File: config.mk
export PLATFORM = sky130hd
export DESIGN_NAME = round_robin_quantum_queue
export DESIGN_NICKNAME = d
export VERILOG_FILES = /design/src/hw/rtl/rrqq_pkg.sv /design/src/hw/rtl/round_robin_quantum_queue.sv
export SDC_FILE = /design/constraint.sdc
export NUM_CORES = 2
export LEC_CHECK = 0
export BUFFER_PORTS_ARGS = -buffer_cell sky130_fd_sc_hd__buf_2
export CORE_MARGIN = 2
export CORE_UTILIZATION = 55
export CTS_CLUSTER_DIAMETER = 80
export DETAILED_ROUTE_END_ITERATION = 7
export MAX_ROUTING_LAYER = met4
export PLACE_DENSITY = 0.75
export SYNTH_ARGS = -nofsm -noshare
export SYNTH_HDL_FRONTEND = slang
export SYNTH_SLANG_ARGS = --single-unit
File: constraint.sdc
create_clock -name clk_i -period 9.02 [get_ports clk_i]
set_input_delay 0.902 -clock clk_i [delete_from_list [all_inputs] [get_ports clk_i]]
set_output_delay 0.902 -clock clk_i [all_outputs]
set_load 0.02 [all_outputs]
File: src/hw/rtl/rrqq_pkg.sv
// Package with item types, status codes and sequencer states of the round-robin quantum queue.
package rrqq_pkg;

  // Fixed field widths of the item interfaces.
  localparam int unsigned ReqTypeW  = 1;
  localparam int unsigned BurstW    = 16;
  localparam int unsigned StatusW   = 3;
  localparam int unsigned ServedW   = 16;
  localparam int unsigned JobCountW = 7;
  localparam int unsigned RemSumW   = 22;
  localparam int unsigned AvgW      = 24;
  localparam int unsigned QuantumW  = 16;
  localparam int unsigned FracBits  = 8;

  // Request kinds.
  localparam logic [ReqTypeW-1:0] ReqAdd      = 1'b0;
  localparam logic [ReqTypeW-1:0] ReqDispatch = 1'b1;

  typedef enum logic [StatusW-1:0] {
    ST_ADDED    = 3'd0,
    ST_IGNORED  = 3'd1,
    ST_REQUEUED = 3'd2,
    ST_FINISHED = 3'd3,
    ST_EMPTY    = 3'd4,
    ST_FULL     = 3'd5
  } status_e;

  typedef enum logic [1:0] {
    S_IDLE,
    S_EXEC,
    S_DIV,
    S_OUT
  } state_e;

  typedef struct packed {
    logic [ReqTypeW-1:0] req_type;
    logic [BurstW-1:0]   burst_time;
  } req_t;

  typedef struct packed {
    status_e              status;
    logic [ServedW-1:0]   served_time;
    logic [JobCountW-1:0] job_count;
    logic [RemSumW-1:0]   remaining_sum;
    logic [AvgW-1:0]      average_q8;
  } rsp_t;

endpackage

File: src/hw/rtl/round_robin_quantum_queue.sv
// Top level of the round-robin quantum queue: job memory, sequencer and serial divider.
//
// Each item runs through these steps from start to the result strobe: the oldest
// job is read from the job memory, the queue is updated, the restoring divider
// forms the Q8 average one quotient bit per cycle over a dividend of DIVD_W =
// TIME_BITS + clog2(QUEUE_DEPTH + 1) + 8 bits, and the result is shown. busy is
// high from the cycle after start until the end of the result cycle; the next item
// may start in the cycle after that. The result is shown for exactly one cycle with
// result_valid_o and must be captured then, as the block cannot be held off. The
// quantum register may be written at any time the block is not busy.
module round_robin_quantum_queue
  import rrqq_pkg::*;
#(
  parameter int unsigned QUEUE_DEPTH = 64,
  parameter int unsigned TIME_BITS   = 16
) (
  input  logic                clk_i,
  input  logic                rst_ni,
  input  logic                start,
  output logic                busy,
  input  req_t                req_i,
  output logic                result_valid_o,
  output rsp_t                rsp_o,
  input  logic                cfg_valid_i,
  output logic                cfg_ready_o,
  input  logic [QuantumW-1:0] cfg_data_i
);

  localparam int unsigned PTR_W   = $clog2(QUEUE_DEPTH);
  localparam int unsigned CNT_W   = $clog2(QUEUE_DEPTH + 1);
  localparam int unsigned SUM_W   = TIME_BITS + CNT_W;
  localparam int unsigned CMP_W   = (TIME_BITS > BurstW) ? TIME_BITS : BurstW;
  localparam int unsigned DIVD_W  = SUM_W + FracBits;
  localparam int unsigned STEP_W  = $clog2(DIVD_W + 1);

  state_e state_q, state_d;

  logic [QuantumW-1:0]  quantum_q;
  logic [PTR_W-1:0]     oldest_q, oldest_d;
  logic [PTR_W-1:0]     newest_q, newest_d;
  logic [CNT_W-1:0]     count_q, count_d;
  logic [SUM_W-1:0]     sum_q, sum_d;

  req_t                 req_q;
  status_e              status_q, status_d;
  logic [ServedW-1:0]   served_q, served_d;

  logic [DIVD_W-1:0]    divd_q, divd_d;
  logic [CNT_W-1:0]     rem_q, rem_d;
  logic [AvgW-1:0]      quo_q, quo_d;
  logic [STEP_W-1:0]    step_q, step_d;

  logic                 accept;
  logic                 mem_re;
  logic                 mem_we;
  logic [TIME_BITS-1:0] mem_wdata;
  logic [TIME_BITS-1:0] rd_data_q;
  logic [TIME_BITS-1:0] job_store [QUEUE_DEPTH];

  logic [CMP_W-1:0]     burst_ext;
  logic [TIME_BITS-1:0] burst_m;
  logic [CMP_W-1:0]     quant_ext;
  logic [CMP_W-1:0]     rem_ext;
  logic [CMP_W-1:0]     left_ext;
  logic [CNT_W:0]       trial;
  logic                 qbit;

  assign accept      = start && !busy;
  assign cfg_ready_o = 1'b1;

  // Next state of the item sequencer.
  always_comb begin
    state_d = state_q;
    case (state_q)
      S_IDLE: if (accept) state_d = S_EXEC;
      S_EXEC: state_d = S_DIV;
      S_DIV:  if (step_q == STEP_W'(1)) state_d = S_OUT;
      S_OUT:  state_d = S_IDLE;
      default: state_d = S_IDLE;
    endcase
  end

  // Handshake outputs and memory read enable.
  always_comb begin
    busy           = 1'b1;
    result_valid_o = 1'b0;
    mem_re         = 1'b0;
    case (state_q)
      S_IDLE: begin
        busy   = 1'b0;
        mem_re = accept;
      end
      S_OUT: result_valid_o = 1'b1;
      default: begin
        busy           = 1'b1;
        result_valid_o = 1'b0;
      end
    endcase
  end

  // Queue update: decides the item from the oldest job read in the previous cycle.
  always_comb begin
    burst_ext = CMP_W'(req_q.burst_time);
    burst_m   = TIME_BITS'(burst_ext);
    quant_ext = (quantum_q == '0) ? CMP_W'(1) : CMP_W'(quantum_q);
    rem_ext   = CMP_W'(rd_data_q);
    left_ext  = rem_ext - quant_ext;

    oldest_d  = oldest_q;
    newest_d  = newest_q;
    count_d   = count_q;
    sum_d     = sum_q;
    status_d  = status_q;
    served_d  = served_q;
    mem_we    = 1'b0;
    mem_wdata = burst_m;

    if (state_q == S_EXEC) begin
      served_d = '0;
      if (req_q.req_type == ReqAdd) begin
        if (burst_m == '0) begin
          status_d = ST_IGNORED;
        end else if (count_q == CNT_W'(QUEUE_DEPTH)) begin
          status_d = ST_FULL;
        end else begin
          mem_we   = 1'b1;
          newest_d = (newest_q == PTR_W'(QUEUE_DEPTH - 1)) ? '0 : newest_q + PTR_W'(1);
          count_d  = count_q + CNT_W'(1);
          sum_d    = sum_q + SUM_W'(burst_m);
          status_d = ST_ADDED;
        end
      end else if (count_q == '0) begin
        status_d = ST_EMPTY;
      end else begin
        oldest_d = (oldest_q == PTR_W'(QUEUE_DEPTH - 1)) ? '0 : oldest_q + PTR_W'(1);
        if (rem_ext > quant_ext) begin
          // Charge one quantum and put the rest back as the newest job.
          mem_we    = 1'b1;
          mem_wdata = TIME_BITS'(left_ext);
          newest_d  = (newest_q == PTR_W'(QUEUE_DEPTH - 1)) ? '0 : newest_q + PTR_W'(1);
          sum_d     = sum_q - SUM_W'(quant_ext);
          served_d  = ServedW'(quant_ext);
          status_d  = ST_REQUEUED;
        end else begin
          count_d   = count_q - CNT_W'(1);
          sum_d     = sum_q - SUM_W'(rd_data_q);
          served_d  = ServedW'(rem_ext);
          status_d  = ST_FINISHED;
        end
      end
    end
  end

  // Restoring divider: one quotient bit of (sum << 8) / count per cycle.
  always_comb begin
    trial  = {rem_q, divd_q[DIVD_W-1]};
    qbit   = (trial >= {1'b0, count_q});
    divd_d = divd_q;
    rem_d  = rem_q;
    quo_d  = quo_q;
    step_d = step_q;
    if (state_q == S_EXEC) begin
      divd_d = {sum_d, FracBits'(0)};
      rem_d  = '0;
      quo_d  = '0;
      step_d = STEP_W'(DIVD_W);
    end else if (state_q == S_DIV) begin
      divd_d = divd_q << 1;
      rem_d  = qbit ? CNT_W'(trial - {1'b0, count_q}) : trial[CNT_W-1:0];
      quo_d  = {quo_q[AvgW-2:0], qbit};
      step_d = step_q - STEP_W'(1);
    end
  end

  // Control state and queue bookkeeping.
  always_ff @(posedge clk_i or negedge rst_ni) begin
    if (!rst_ni) begin
      state_q   <= S_IDLE;
      quantum_q <= QuantumW'(1);
      oldest_q  <= '0;
      newest_q  <= '0;
      count_q   <= '0;
      sum_q     <= '0;
      step_q    <= '0;
    end else begin
      state_q  <= state_d;
      oldest_q <= oldest_d;
      newest_q <= newest_d;
      count_q  <= count_d;
      sum_q    <= sum_d;
      step_q   <= step_d;
      if (cfg_valid_i && cfg_ready_o) begin
        quantum_q <= cfg_data_i;
      end
    end
  end

  // Item and result payload registers.
  always_ff @(posedge clk_i) begin
    if (accept) begin
      req_q <= req_i;
    end
    status_q <= status_d;
    served_q <= served_d;
    divd_q   <= divd_d;
    rem_q    <= rem_d;
    quo_q    <= quo_d;
  end

  // Job memory: one write port at the newest slot, registered read of the oldest slot.
  always_ff @(posedge clk_i) begin
    if (mem_we) begin
      job_store[newest_q] <= mem_wdata;
    end
    if (mem_re) begin
      rd_data_q <= job_store[oldest_q];
    end
  end

  // Result fields.
  always_comb begin
    rsp_o.status        = status_q;
    rsp_o.served_time   = served_q;
    rsp_o.job_count     = JobCountW'(count_q);
    rsp_o.remaining_sum = RemSumW'(sum_q);
    rsp_o.average_q8    = (count_q == '0) ? '0 : quo_q;
  end

  // The result strobe lasts one cycle and only appears while busy.
  a_strobe_single : assert property (@(posedge clk_i) disable iff (!rst_ni)
    result_valid_o |-> busy ##1 !result_valid_o)
    else $error("result strobe longer than one cycle or outside a busy period");

  // An empty queue holds no remaining time and has matching pointers.
  a_empty_consistent : assert property (@(posedge clk_i) disable iff (!rst_ni)
    (count_q == '0) |-> (sum_q == '0) && (oldest_q == newest_q))
    else $error("empty queue with remaining time or misaligned pointers");

  // The job count never passes the queue depth, and a full queue wraps its pointers together.
  a_count_bound : assert property (@(posedge clk_i) disable iff (!rst_ni)
    (count_q <= CNT_W'(QUEUE_DEPTH)) &&
    ((count_q != CNT_W'(QUEUE_DEPTH)) || (oldest_q == newest_q)))
    else $error("job count beyond queue depth or pointers inconsistent");

  // The result strobe only follows the divider state.
  a_latency : assert property (@(posedge clk_i) disable iff (!rst_ni)
    result_valid_o |-> $past(state_q == S_DIV))
    else $error("result strobe not preceded by the divider");

endmodule

==> results_dict.tcl <==
set metrics [dict create \
    die-height_um 305.6 \
    postRouteAntennaNets 0 \
    synthAdderAreaFrac 0.01774 \
    synth-xor-area-share 0.01103 \
    dr.pass1.iters 5 \
    drv_cap 0 \
    p_leak_nw 18.68 \
    synth-edff-count 1099 \
    start_util 0.5557 \
    cts_setup_buffers 0 \
    core_um2 90010 \
    async_reset_ff_frac 0.05439 \
    synth_cell_types 82 \
    num_vias 27070 \
    max_freq_mhz 138.9 \
    powerDensity_nw_per_um2 331.0 \
    clkSlewWorstSetupHoldPaths_ps 60 \
    clockBufferDepth 3 \
    avgSynthCellArea_um2 18.27 \
    io_buffer_count 110 \
    yosysWarnings 0 \
    cts_buffers 116 \
    fin_skew_ps 38.80 \
    overflow 0 \
    yosysSeqAreaShare 0.7047 \
    cp-startpoint "quantum_q[2]" \
    cts_tree "done" \
    required_ps 9470 \
    fp-row-count 110 \
    maxSlewViolCount 0 \
    design.portCount 112 \
    worstPathArrival_ps 7650 \
    gp_congestion 0.9020 \
    r2r_start "quantum_q[2]" \
    dp.cells 3963 \
    syn_to_final_growth_pct 12.89 \
    setup_violations 0 \
    min_period_ps 7198 \
    critPathKind "reg2reg" \
    ctsHoldBuffers 0 \
    fill_cells 6069 \
    cts_htree_levels 3 \
    antenna_found_initial 9 \
    hold_viol_final 0 \
    relSlewSlack 0.1050 \
    clk_latency_ps 710 \
    worstPathMaxFanout 24 \
    ir_drop_uv 209.7 \
    synth-simple-area-share 0.04713 \
    drt_iter0_drc 3324 \
    avgViaCountPerCell 6.458 \
    routedWlPerCell_um 29.20 \
    period_share 0.7980 \
    hold_path.class "in2async" \
    final_common_cell "edfxtp_1" \
    hold_slack_ps 379.6 \
    syn-num-nets 2838 \
    grt_setup_unrepaired "false" \
    final_cells 4192 \
    synth-seq-cells 1195 \
    grt_pass1_wl_um 183200 \
    hpwl_um 72610 \
    grt_usage 0.2745 \
    synth_ff_type "edfxtp_1" \
    synth_top_family_by_area "multiplexers" \
    grt_max_degree 147 \
    finalPower_w 0.01869 \
    fin_nets 3007 \
    start_kind "flip-flop" \
    final_cell_mix "edfxtp_1 (1,099), mux4_2 (336), nor2_1 (186)" \
    finalWirelength_um 122400 \
    die_area_um2 93370 \
    die_w_um 305.6 \
    drive_above_1_share 0.2606 \
    tightest_slew_ps 1343 \
    fin_tns_setup_ps 0 \
    cp-end-kind "flip-flop" \
    clockRootBuffer "clkbuf_16" \
    syn_area_um2 50020 \
    synthMuxAreaShare 0.1600 \
    grt_pass1_vias 27281 \
    cts_resized 0 \
    drc 0 \
    synthesis.instances 2738 \
    synth_compound_area_frac 0.04050 \
    outcome "completed" \
    cts.sinks 1195 \
]
kinds of logic (layout without fill, tap and decap cells):
kind of cell               Yosys count  count (layout)
AOI/OAI and AO/OA                  304             304
muxes                              379             379
adders and majority gates           69              69
buffers and inverters              225             496
and+or+nand+nor                    502             502
other                                1               8
DFF                               1195            1195
xor gates and xnor gates            63              63
sequential cells by signal (all words and copies together) (netlist names), 7 cells and up:
name	flops
quantum_q	16
served_q	16
rem_q	7
rd_data_q	16
burst_ext	16
sum_q	23
divd_q	23
quo_q	24
job_store	1024
count_q	7
routing by layer:
layer / track usage / part of all wire / vias to the layer above
met1: 0.3829 / 0.40 / 14093
met2: 0.4251 / 0.49 / 1427
li1: - / - / 11356
met4: 0.07985 / 0.025 / 0
met5: - / 0 / -
met3: 0.04458 / 0.087 / 194
critical path, cell delays in order (launching register included):
cell and delay, ps:
dfrtp_1 490, nor4_1 300, a41oi_1 210, inv_1 140, ha_1 200, fa_1 220, nor2b_1 80, o311ai_2 480
a21oi_1 260, o21ai_4 710, nor2_1 110, a21oi_1 230, ha_1 190, inv_1 60, fa_1 440, nor2b_1 190
a21oi_1 220, o31a_1 180, o221a_2 180, nor3_1 60, o32a_1 410, a311o_1 430, a221oi_4 480, nor2_1 130
a211o_1 280, a32o_1 260
worst paths after layout:
path	end	cells past startpoint	slack, ps
max in group asynchronous	oldest_q[0]	1	7850
worst min-delay path	sum_q[5]	1	380
worst min register to register	rem_q[6]	2	490
min in group clk_i	burst_ext[15]	1	380
worst max register to register	divd_q[30]	25	1820
worst max-delay path	divd_q[30]	25	1820
synth_stat cells (38+ instances only):
master / count / share of area
mux4_2: 336 / 0.15
o21ai_0: 76 / 0.0076
dfrtp_1: 64 / 0.032
clkbuf_1: 104 / 0.0078
nand3_1: 38 / 0.0038
nor2_1: 188 / 0.014
a21oi_1: 69 / 0.0069
nor2b_1: 38 / 0.0048
inv_1: 64 / 0.0048
nand2_1: 114 / 0.0086
xnor2_1: 42 / 0.0074
edfxtp_1: 1099 / 0.66
mux2i_1: 39 / 0.0078
ha_1: 58 / 0.015
power by group:
group          internal, W  total, W  switching [W]
clock              0.00296   0.00509        0.00213
combinational      0.00256   0.00627        0.00371
sequential         0.00689   0.00733       0.000438
stage by stage:
| step | utilization | setup slack, ps | area, um^2 |
|---|---|---|---|
| floorplan | - | 2797 | 50020 |
| global placement | 0.5819 | 2009 | 52380 |
| detailed placement | 0.5819 | 1894 | 52380 |
| CTS | 0.6268 | 1882 | 56420 |
| global route | 0.6273 | 1333 | 56460 |
| finish | 0.6273 | 1822 | 56460 |
area by class of cell:
class / count / area [um^2] / area share
diodes: 7 / 17.52 / 0.0003102
clock buffers: 135 / 3027 / 0.05360
clock inverters: 85 / 1013 / 0.01795
inverters: 65 / 244.0 / 0.004321
multi-input cells: 1318 / 14080 / 0.2493
flip-flops and latches: 1195 / 35260 / 0.6245
well taps: 1176 / 1471 / 0.02606
repair buffers: 211 / 1351 / 0.02393
Power figures use the tool's default switching activity.
